<file path="src/mrd_pkg.sv">
// Shared types, constants and the CRC-16 byte update for the Modbus RTU response deframer.
package mrd_pkg;

   localparam int MRD_MAX_FRAME_BYTES = 260;
   localparam int MRD_QUEUE_DEPTH     = 2;

   localparam int LEN_W = 9;

   localparam logic [LEN_W-1:0] CAP_RESET      = 9'd256;
   localparam logic [LEN_W-1:0] LEN_OVERHEAD   = 9'd5;
   localparam logic [LEN_W-1:0] FIXED_LEN      = 9'd8;
   localparam logic [LEN_W-1:0] HDR_LAST_POS   = 9'd2;
   localparam logic [LEN_W-1:0] FC_POS         = 9'd1;
   localparam logic [LEN_W-1:0] BODY_FIRST_POS = 9'd3;

   localparam logic [15:0] CRC_INIT = 16'hFFFF;
   localparam logic [15:0] CRC_POLY = 16'hA001;
   localparam logic [15:0] CRC_LSB  = 16'h0001;

   // function codes
   localparam logic [7:0] FC_READ_COILS    = 8'd1;
   localparam logic [7:0] FC_READ_DISCRETE = 8'd2;
   localparam logic [7:0] FC_READ_HOLDING  = 8'd3;
   localparam logic [7:0] FC_READ_INPUT    = 8'd4;
   localparam logic [7:0] FC_WRITE_COIL    = 8'd5;
   localparam logic [7:0] FC_WRITE_REG     = 8'd6;
   localparam logic [7:0] FC_WRITE_COILS   = 8'd15;
   localparam logic [7:0] FC_WRITE_REGS    = 8'd16;
   localparam logic [7:0] FC_MASK_WRITE    = 8'd22;
   localparam logic [7:0] FC_READ_WRITE    = 8'd23;

   typedef enum logic [1:0] {
      EV_NONE    = 2'd0,
      EV_PAYLOAD = 2'd1,
      EV_ACCEPT  = 2'd2,
      EV_REJECT  = 2'd3
   } event_kind_type;

   typedef enum logic [2:0] {
      ERR_NONE  = 3'd0,
      ERR_CODE  = 3'd1,
      ERR_LONG  = 3'd2,
      ERR_CRC   = 3'd3,
      ERR_ABORT = 3'd4
   } error_code_type;

   typedef enum logic {
      CMD_BYTE  = 1'b0,
      CMD_ABORT = 1'b1
   } command_type;

   // classified request as it travels from front to back
   typedef struct packed {
      logic       is_abort;
      logic [7:0] data;
   } item_type;

   typedef struct packed {
      event_kind_type event_kind;
      logic [7:0]     payload_byte;
      logic [7:0]     payload_count;
      error_code_type error_code;
   } result_type;

   // reflected CRC-16, one byte, eight shift steps
   function automatic logic [15:0] crc_byte(input logic [15:0] crc, input logic [7:0] b);
      logic [15:0] c;
      c = crc ^ {8'h00, b};
      for (int i = 0; i < 8; i++) begin
         if ((c & CRC_LSB) != 16'h0000) begin
            c = (c >> 1) ^ CRC_POLY;
         end else begin
            c = c >> 1;
         end
      end
      return c;
   endfunction

endpackage

</file>
<file path="src/mrd_fifo.sv">
// Small flip-flop queue with full/empty flags, used between the deframer stages.
module mrd_fifo
   import mrd_pkg::*;
#(
   parameter int WIDTH = 9,
   parameter int DEPTH = MRD_QUEUE_DEPTH
) (
   input  logic             clock,
   input  logic             reset,
   input  logic             push,
   input  logic [WIDTH-1:0] wdata,
   output logic             full,
   input  logic             pop,
   output logic [WIDTH-1:0] rdata,
   output logic             empty
);

   localparam int ADDR_W = (DEPTH > 1) ? $clog2(DEPTH) : 1;
   localparam int CNT_W  = $clog2(DEPTH + 1);

   logic [WIDTH-1:0]  mem_ff [DEPTH];
   logic [ADDR_W-1:0] wr_ptr_ff, wr_ptr_in;
   logic [ADDR_W-1:0] rd_ptr_ff, rd_ptr_in;
   logic [CNT_W-1:0]  count_ff, count_in;
   logic              do_push, do_pop;

   assign full    = (count_ff == CNT_W'(DEPTH));
   assign empty   = (count_ff == '0);
   assign do_push = push && !full;
   assign do_pop  = pop && !empty;
   assign rdata   = mem_ff[rd_ptr_ff];

   always_comb begin
      wr_ptr_in = wr_ptr_ff;
      rd_ptr_in = rd_ptr_ff;
      count_in  = count_ff;
      if (do_push) begin
         wr_ptr_in = (wr_ptr_ff == ADDR_W'(DEPTH - 1)) ? '0 : wr_ptr_ff + ADDR_W'(1);
      end
      if (do_pop) begin
         rd_ptr_in = (rd_ptr_ff == ADDR_W'(DEPTH - 1)) ? '0 : rd_ptr_ff + ADDR_W'(1);
      end
      if (do_push && !do_pop) begin
         count_in = count_ff + CNT_W'(1);
      end else if (!do_push && do_pop) begin
         count_in = count_ff - CNT_W'(1);
      end
   end

   always_ff @(posedge clock) begin
      if (reset) begin
         wr_ptr_ff <= '0;
         rd_ptr_ff <= '0;
         count_ff  <= '0;
      end else begin
         wr_ptr_ff <= wr_ptr_in;
         rd_ptr_ff <= rd_ptr_in;
         count_ff  <= count_in;
      end
   end

   always_ff @(posedge clock) begin
      if (do_push) begin
         mem_ff[wr_ptr_ff] <= wdata;
      end
   end

endmodule

</file>
<file path="src/mrd_front.sv">
// Front stage: takes requests, classifies byte versus abort, hands them to the queue.
module mrd_front
   import mrd_pkg::*;
(
   input  logic       clock,
   input  logic       reset,
   input  logic       req_push,
   input  logic       req_command,
   input  logic [7:0] req_rx_byte,
   output logic       req_full,
   output logic       q_push,
   output item_type   q_item,
   input  logic       q_full
);

   logic     valid_ff, valid_in;
   item_type item_ff;
   logic     take, drain;

   assign drain    = valid_ff && !q_full;
   assign req_full = valid_ff && q_full;
   assign take     = req_push && !req_full;
   assign q_push   = valid_ff;
   assign q_item   = item_ff;

   always_comb begin
      valid_in = valid_ff;
      if (take) begin
         valid_in = 1'b1;
      end else if (drain) begin
         valid_in = 1'b0;
      end
   end

   always_ff @(posedge clock) begin
      if (reset) begin
         valid_ff <= 1'b0;
      end else begin
         valid_ff <= valid_in;
      end
   end

   always_ff @(posedge clock) begin
      if (take) begin
         item_ff.is_abort <= (command_type'(req_command) == CMD_ABORT);
         item_ff.data     <= req_rx_byte;
      end
   end

endmodule

</file>
<file path="src/mrd_back.sv">
// Back stage: frame state machine, length rule, CRC-16 check and result generation.
module mrd_back
   import mrd_pkg::*;
#(
   parameter int MAX_FRAME_BYTES = MRD_MAX_FRAME_BYTES
) (
   input  logic             clock,
   input  logic             reset,
   input  logic             cap_write,
   input  logic [LEN_W-1:0] cap_value,
   input  logic             in_empty,
   input  item_type         in_item,
   output logic             in_pop,
   input  logic             out_full,
   output logic             out_push,
   output result_type       out_result
);

   localparam logic [LEN_W-1:0] MAX_LEN = LEN_W'(MAX_FRAME_BYTES);

   typedef enum logic [1:0] {
      PH_HEADER = 2'd0,
      PH_BODY   = 2'd1,
      PH_SKIP   = 2'd2
   } phase_type;

   phase_type        phase_ff, phase_in;
   logic [LEN_W-1:0] pos_ff, pos_in;
   logic [LEN_W-1:0] len_ff, len_in;
   logic [7:0]       fc_ff, fc_in;
   logic [15:0]      crc_ff, crc_in;
   logic [LEN_W-1:0] cap_ff;

   logic             fire;
   logic [15:0]      crc_next;
   logic [LEN_W-1:0] limit;
   logic [LEN_W-1:0] hdr_len;
   logic             fc_known;
   logic [LEN_W:0]   pos_ext;
   logic [LEN_W:0]   len_ext;
   result_type       res;

   assign fire       = !in_empty && !out_full;
   assign in_pop     = fire;
   assign out_push   = fire;
   assign out_result = res;

   assign crc_next = crc_byte(crc_ff, in_item.data);
   assign limit    = (cap_ff > MAX_LEN) ? MAX_LEN : cap_ff;
   assign pos_ext  = {1'b0, pos_ff};
   assign len_ext  = {1'b0, len_ff};

   always_comb begin
      fc_known = 1'b1;
      if (fc_ff inside {FC_READ_COILS, FC_READ_DISCRETE, FC_READ_HOLDING,
                        FC_READ_INPUT, FC_READ_WRITE}) begin
         hdr_len = {1'b0, in_item.data} + LEN_OVERHEAD;
      end else if (fc_ff inside {FC_WRITE_COIL, FC_WRITE_REG, FC_WRITE_COILS,
                                 FC_WRITE_REGS, FC_MASK_WRITE}) begin
         hdr_len = FIXED_LEN;
      end else begin
         hdr_len  = FIXED_LEN;
         fc_known = 1'b0;
      end
   end

   always_comb begin
      phase_in = phase_ff;
      pos_in   = pos_ff;
      len_in   = len_ff;
      fc_in    = fc_ff;
      crc_in   = crc_ff;
      res      = '{event_kind: EV_NONE, payload_byte: 8'h00,
                   payload_count: 8'h00, error_code: ERR_NONE};

      if (in_item.is_abort) begin
         // report a frame cut short, then return to idle
         if (phase_ff == PH_BODY || (phase_ff == PH_HEADER && pos_ff != '0)) begin
            res.event_kind = EV_REJECT;
            res.error_code = ERR_ABORT;
         end
         phase_in = PH_HEADER;
         pos_in   = '0;
         len_in   = '0;
         fc_in    = '0;
         crc_in   = CRC_INIT;
      end else begin
         case (phase_ff)
            PH_HEADER: begin
               crc_in = crc_next;
               if (pos_ff == FC_POS) begin
                  fc_in = in_item.data;
               end
               if (pos_ff < HDR_LAST_POS) begin
                  pos_in = pos_ff + LEN_W'(1);
               end else if (!fc_known) begin
                  phase_in       = PH_SKIP;
                  res.event_kind = EV_REJECT;
                  res.error_code = ERR_CODE;
               end else if (hdr_len > limit) begin
                  phase_in       = PH_SKIP;
                  res.event_kind = EV_REJECT;
                  res.error_code = ERR_LONG;
               end else begin
                  len_in   = hdr_len;
                  pos_in   = BODY_FIRST_POS;
                  phase_in = PH_BODY;
               end
            end
            PH_BODY: begin
               crc_in = crc_next;
               if (pos_ext + (LEN_W+1)'(1) >= len_ext) begin
                  if (crc_next == 16'h0000) begin
                     res.event_kind    = EV_ACCEPT;
                     res.payload_count = 8'(len_ff - LEN_OVERHEAD);
                     phase_in = PH_HEADER;
                     pos_in   = '0;
                     len_in   = '0;
                     fc_in    = '0;
                     crc_in   = CRC_INIT;
                  end else begin
                     phase_in       = PH_SKIP;
                     res.event_kind = EV_REJECT;
                     res.error_code = ERR_CRC;
                  end
               end else begin
                  if (pos_ext + (LEN_W+1)'(2) < len_ext) begin
                     res.event_kind   = EV_PAYLOAD;
                     res.payload_byte = in_item.data;
                  end
                  pos_in = pos_ff + LEN_W'(1);
               end
            end
            PH_SKIP: begin
               // drop bytes until an abort
            end
            default: begin
               phase_in = PH_HEADER;
            end
         endcase
      end
   end

   always_ff @(posedge clock) begin
      if (reset) begin
         phase_ff <= PH_HEADER;
         pos_ff   <= '0;
         len_ff   <= '0;
         fc_ff    <= '0;
         crc_ff   <= CRC_INIT;
         cap_ff   <= CAP_RESET;
      end else begin
         if (fire) begin
            phase_ff <= phase_in;
            pos_ff   <= pos_in;
            len_ff   <= len_in;
            fc_ff    <= fc_in;
            crc_ff   <= crc_in;
         end
         if (cap_write) begin
            cap_ff <= cap_value;
         end
      end
   end

   a_header_pos: assert property (@(posedge clock) disable iff (reset)
      phase_ff == PH_HEADER |-> pos_ff <= HDR_LAST_POS)
      else $error("header position past the byte count");

   a_body_bounds: assert property (@(posedge clock) disable iff (reset)
      phase_ff == PH_BODY |-> (len_ff >= LEN_OVERHEAD && pos_ff < len_ff
                               && len_ff <= MAX_LEN))
      else $error("body position or length out of range");

   a_payload_in_body: assert property (@(posedge clock) disable iff (reset)
      fire && res.event_kind == EV_PAYLOAD |-> phase_ff == PH_BODY && !in_item.is_abort)
      else $error("payload emitted outside a frame body");

   a_accept_idles: assert property (@(posedge clock) disable iff (reset)
      fire && res.event_kind == EV_ACCEPT |=> phase_ff == PH_HEADER && crc_ff == CRC_INIT
                                             && pos_ff == '0)
      else $error("accept did not return to idle");

endmodule

</file>
<file path="src/modbus_rtu_response_deframer_top.sv">
// A request passes the front stage, item queue, back stage and result queue to the rsp_ ports.
// Throughput: one request per cycle while no queue is full; every request yields exactly one
// result, set by the back stage byte step (CRC-16 update, length rule, frame position).
// Each side stalls on its own through the queues between front, back and result ports.
// Reset (synchronous, active high): queues empty, frame state idle, CRC 0xFFFF, capacity 256.
module modbus_rtu_response_deframer_top
   import mrd_pkg::*;
#(
   parameter int MAX_FRAME_BYTES = MRD_MAX_FRAME_BYTES,
   parameter int QUEUE_DEPTH     = MRD_QUEUE_DEPTH
) (
   input  logic       clock,
   input  logic       reset,
   // request side
   input  logic       push,
   output logic       full,
   input  logic       req_command,
   input  logic [7:0] req_rx_byte,
   // result side
   output logic       empty,
   input  logic       pop,
   output logic [1:0] rsp_event_kind,
   output logic [7:0] rsp_payload_byte,
   output logic [7:0] rsp_payload_count,
   output logic [2:0] rsp_error_code,
   // capacity register write
   input  logic       csr_valid,
   output logic       csr_ready,
   input  logic [8:0] csr_buffer_capacity
);

   // front -> queue
   logic       fq_push;
   item_type   fq_item;
   logic       fq_full;
   // queue -> back
   logic       bq_empty;
   logic       bq_pop;
   item_type   bq_item;
   logic [$bits(item_type)-1:0] bq_rdata;
   // back -> result queue
   logic       rq_push;
   logic       rq_full;
   result_type rq_result;
   logic [$bits(result_type)-1:0] rq_rdata;
   result_type rsp;

   // The user must change the register only while the block is idle; writes apply at once.
   assign csr_ready = 1'b1;

   // Front: hold one classified request and advance it into the queue.
   mrd_front u_front (
      .clock       (clock),
      .reset       (reset),
      .req_push    (push),
      .req_command (req_command),
      .req_rx_byte (req_rx_byte),
      .req_full    (full),
      .q_push      (fq_push),
      .q_item      (fq_item),
      .q_full      (fq_full)
   );

   // Decouple front and back so either can stall without blocking the other.
   mrd_fifo #(
      .WIDTH ($bits(item_type)),
      .DEPTH (QUEUE_DEPTH)
   ) u_item_q (
      .clock (clock),
      .reset (reset),
      .push  (fq_push),
      .wdata (fq_item),
      .full  (fq_full),
      .pop   (bq_pop),
      .rdata (bq_rdata),
      .empty (bq_empty)
   );

   assign bq_item = item_type'(bq_rdata);

   // Back: one byte per cycle through the frame state machine while the result queue has room.
   mrd_back #(
      .MAX_FRAME_BYTES (MAX_FRAME_BYTES)
   ) u_back (
      .clock      (clock),
      .reset      (reset),
      .cap_write  (csr_valid && csr_ready),
      .cap_value  (csr_buffer_capacity),
      .in_empty   (bq_empty),
      .in_item    (bq_item),
      .in_pop     (bq_pop),
      .out_full   (rq_full),
      .out_push   (rq_push),
      .out_result (rq_result)
   );

   // Result queue: the oldest result stays on the rsp_ ports until popped.
   mrd_fifo #(
      .WIDTH ($bits(result_type)),
      .DEPTH (QUEUE_DEPTH)
   ) u_result_q (
      .clock (clock),
      .reset (reset),
      .push  (rq_push),
      .wdata (rq_result),
      .full  (rq_full),
      .pop   (pop),
      .rdata (rq_rdata),
      .empty (empty)
   );

   assign rsp               = result_type'(rq_rdata);
   assign rsp_event_kind    = rsp.event_kind;
   assign rsp_payload_byte  = rsp.payload_byte;
   assign rsp_payload_count = rsp.payload_count;
   assign rsp_error_code    = rsp.error_code;

endmodule

</file>
<file path="config.mk">
export PLATFORM = sky130hd
export DESIGN_NAME = modbus_rtu_response_deframer_top
export DESIGN_NICKNAME = d
export VERILOG_FILES = /design/src/mrd_pkg.sv /design/src/mrd_fifo.sv /design/src/mrd_front.sv /design/src/mrd_back.sv /design/src/modbus_rtu_response_deframer_top.sv
export SDC_FILE = /design/constraint.sdc
export NUM_CORES = 1
export LEC_CHECK = 0
export BUFFER_PORTS_ARGS = -buffer_cell sky130_fd_sc_hd__buf_2
export CAP_MARGIN = 20
export CORE_MARGIN = 2
export CORE_UTILIZATION = 60
export DETAILED_ROUTE_END_ITERATION = 8
export GPL_ROUTABILITY_DRIVEN = 0
export PLACE_DENSITY = 0.79
export SYNTH_ARGS = -nofsm -noshare
export SYNTH_HDL_FRONTEND = slang
export SYNTH_SLANG_ARGS = --single-unit
</file>
<file path="constraint.sdc">
create_clock -name clock -period 4 [get_ports clock]
set_input_delay 0.8 -clock clock [delete_from_list [all_inputs] [get_ports clock]]
set_output_delay 0.8 -clock clock [all_outputs]
set_load 0.02 [all_outputs]
</file>
==> flow_summary.json <==
{
  "leakagePower_uw": 0.003008,
  "cp_num_cells": 12,
  "syn_area_sq_um": 6754,
  "finalCriticalPeriod_ns": 3.811,
  "die_w_um": 110.1,
  "wire_per_inst_um": 17.39,
  "initial_utilization": 0.6203,
  "dr.pass1.iters": 5,
  "netlist_instances": 619,
  "cts_buffer_depth": 2,
  "cp_top_family": "XOR/XNOR gates",
  "cts.sink_count": 133,
  "core_sq_um": 10890,
  "crit_type": "reg -> reg",
  "synthToLayoutAreaGrowth_pct": 15.43,
  "cts-htree-levels": 4,
  "fillCellCount": 760,
  "outcome": "finished clean",
  "slowest_delay_ns": 0.47,
  "power_density_nw_per_um2": 678.7,
  "path_clk_slew_ns": 0.06,
  "r2r-end": "u_result_q.mem_ff[0][19]",
  "async_reset_ff_frac": 0,
  "regArea_sq_um": 3353,
  "ys.flop_type": "edfxtp_1",
  "netlist-cell-type-count": 71,
  "cts_hold_buffers": 0,
  "grt_pass1_vias": 4846,
  "cp-start-kind": "register",
  "syn_avg_cell_area_sq_um": 10.91,
  "critPathSlowestCell": "mux2i_2",
  "viasPerCell": 5.957,
  "multiInputGateArea_sq_um": 3262,
  "setup_viol": 0,
  "cts_tree": "built",
  "path_max_fanout": 7,
  "cts-root-buf": "clkbuf_8",
  "end_kind": "register",
  "worst-path-buf-inv": 1,
  "whs_path_depth": 0,
  "antenna_found_initial": 0,
  "placementRows": 38,
  "crit_top_cell": "xnor2_1",
  "drt-total-wl_um": 14450,
  "p_total_uw": 5292,
  "r2r_cells": 12,
  "slew_headroom": 0.3282,
  "irDropWorstVdd_v": 0.0004706,
  "hold_violations": 0,
  "drc": 0,
  "path_cells": "buf_4, mux2i_2, xnor2_1, xnor2_1, xnor2_1, ha_1, xnor2_1, nand4b_1, a211o_2, or2_4, a211oi_1, o31ai_1",
  "fp.dieH_um": 110.1,
  "synth_nets": 679,
  "worstPathRequired_ns": 4.26,
  "postLayoutCoreUtil": 0.7160,
  "boundaryPins": 47,
  "yosysSeqAreaShare": 0.4965,
  "min-delay-start": "u_front.q_item[3]",
  "ys_ff_latch": 133,
  "ff2ff_setup_slack_ns": 0.19,
  "rsz0062_at_grt": "true",
  "drive_above_1_share": 0.2084,
  "hp-class": "reg -> reg",
  "io_buffers": 45,
  "final_antenna_net_count": 0,
  "grt_pass1_wl_um": 23160,
  "grt_max_degree": 33,
  "num_vias": 4950,
  "dp_hpwl_um": 10470,
  "synth-edff-count": 69,
  "drtIter0Drc": 236,
  "drv_slew": 0,
  "drv_cap": 0,
  "n_antenna_cell": 0,
  "layout.nets": 738,
  "clock_latency_ns": 0.53,
  "arrival_ns": 4.07,
  "fin_crit_sh": 0.9528,
  "cts-buffers-inserted": 17,
  "yosys_warnings": 0,
  "worstHoldEndpoint": "u_item_q.mem_ff[0][3]",
  "dieArea_sq_um": 12120,
  "grt-ovfl-total": 0,
  "skew_ns": 0.009847,
  "grtUsageTotal": 0.2527,
  "max_freq_ghz": 0.2624,
  "worst_slew_pin_slew_ns": 0.9797
}
-- cell families (layout without fill, tap and decap cells) --
group	Yosys count	count (layout)	share of synthesized area
other cells	1	1	0.0005552
xor+xnor	53	53	0.06873
simple gates	197	197	0.1425
mux	46	46	0.07632
compound gates	106	106	0.1197
buf+inv	46	118	0.02723
flops	133	133	0.4965
fa+ha+maj	37	37	0.06854
-- repair_timing --
action / in CTS / in global routing
endpoints found under the setup margin: 0 / 35
setup buffers: 0 / 0
gates resized for setup: 0 / 11
-- metrics by stage --
stage	std cells	hold slack [ns]	cell area [sq um]	setup WS, ns	TNS (ns)
after global routing	831	0.4209	7796	-0.01241	-0.01247
after global placement	799	0.4244	7181	0.2957	0
final	831	0.4438	7796	0.1889	0
after CTS	831	0.4217	7751	0.05681	0
after floorplan	619	0.4215	6754	0.4165	0
after detailed placement	799	0.4337	7181	0.1033	0
-- sequential cells by signal, summed over array words and instances, names as in the netlist, 2 cells and up, named ones only --
name                 flops
u_result_q.mem_ff       42
u_item_q.mem_ff         18
u_back.crc_ff           16
u_back.cap_ff            9
u_back.len_ff            9
u_back.pos_ff            9
u_front.q_item           9
u_back.fc_ff             8
u_back.phase_ff          2
u_item_q.count_ff        2
u_result_q.count_ff      2
-- routing by layer --
metal | global-route usage | wire length [um] | up-vias
met2 | 0.4207 | 7039 | 183
met1 | 0.3136 | 6282 | 2354
met4 | 0.1125 | 289 | 0
li1 | - | - | 2375
met5 | 0 | 0 | -
met3 | 0.05938 | 840 | 38
-- cell usage after synthesis, types with 3 or more instances --
| master | n | area share |
|---|---|---|
| a211o_1 | 4 | 0.0052 |
| a211oi_1 | 3 | 0.0033 |
| a21o_1 | 4 | 0.0044 |
| a21oi_1 | 22 | 0.016 |
| a22o_1 | 6 | 0.0078 |
| a31o_2 | 3 | 0.0039 |
| and2_1 | 4 | 0.0037 |
| and3_1 | 6 | 0.0056 |
| and4_1 | 5 | 0.0065 |
| clkbuf_1 | 17 | 0.0094 |
| dfxtp_1 | 64 | 0.19 |
| edfxtp_1 | 69 | 0.31 |
| ha_1 | 37 | 0.069 |
| inv_1 | 25 | 0.014 |
| mux2_2 | 22 | 0.037 |
| mux2i_1 | 19 | 0.028 |
| mux2i_2 | 4 | 0.0082 |
| nand2_1 | 44 | 0.024 |
| nand2b_1 | 6 | 0.0056 |
| nand3_1 | 13 | 0.0096 |
| nand4_1 | 4 | 0.0037 |
| nor2_1 | 78 | 0.043 |
| nor2b_1 | 4 | 0.0037 |
| nor3_1 | 7 | 0.0052 |
| nor4_1 | 6 | 0.0056 |
| o21a_1 | 5 | 0.0056 |
| o21ai_0 | 16 | 0.012 |
| o22a_1 | 7 | 0.0091 |
| o2bb2ai_1 | 9 | 0.012 |
| o31ai_1 | 3 | 0.0033 |
| or3_1 | 4 | 0.0037 |
| xnor2_1 | 34 | 0.044 |
| xor2_1 | 19 | 0.025 |
-- power by group --
group	internal (uW)	switching (uW)
clock network	895	591
registers	1730	167
logic	776	1130
-- final cells by class --
cell class                      count  area share
Clock inverter                     13     0.01910
Inverter                           26     0.01252
Sequential cell                   133      0.4301
Timing Repair Buffer               60     0.04333
Multi-Input combinational cell    440      0.4184
Tap cell                          140     0.02247
Clock buffer                       19     0.05408
-- layout by cell type, fill, tap and decap left out, types with 8 or more instances in the layout --
cell type   n
nand2_1    44
xnor2_1    33
inv_1      25
buf_2      45
o21ai_0    15
mux2i_1    19
ha_1       37
mux2_2     22
a21oi_1    20
nor2_1     74
buf_4      15
xor2_1     19
dfxtp_1    64
clkbuf_16  16
edfxtp_1   69
nand3_1    13
o2bb2ai_1   8
-- worst max path at each step --
stage	from	to	slack (ns)
6_report	register	u_result_q.mem_ff[0][19]	0.19
5_1_grt	register	u_back.pos_ff[2]	-0.01
4_1_cts	register	u_result_q.mem_ff[0][8]	0.06
3_5_place_dp	register	u_result_q.mem_ff[0][8]	0.10
3_3_place_gp	u_back.fc_ff[2]	u_back.pos_ff[2]	0.30
2_1_floorplan	register	u_back.pos_ff[2]	0.42
(Power assumes the default switching activity.)
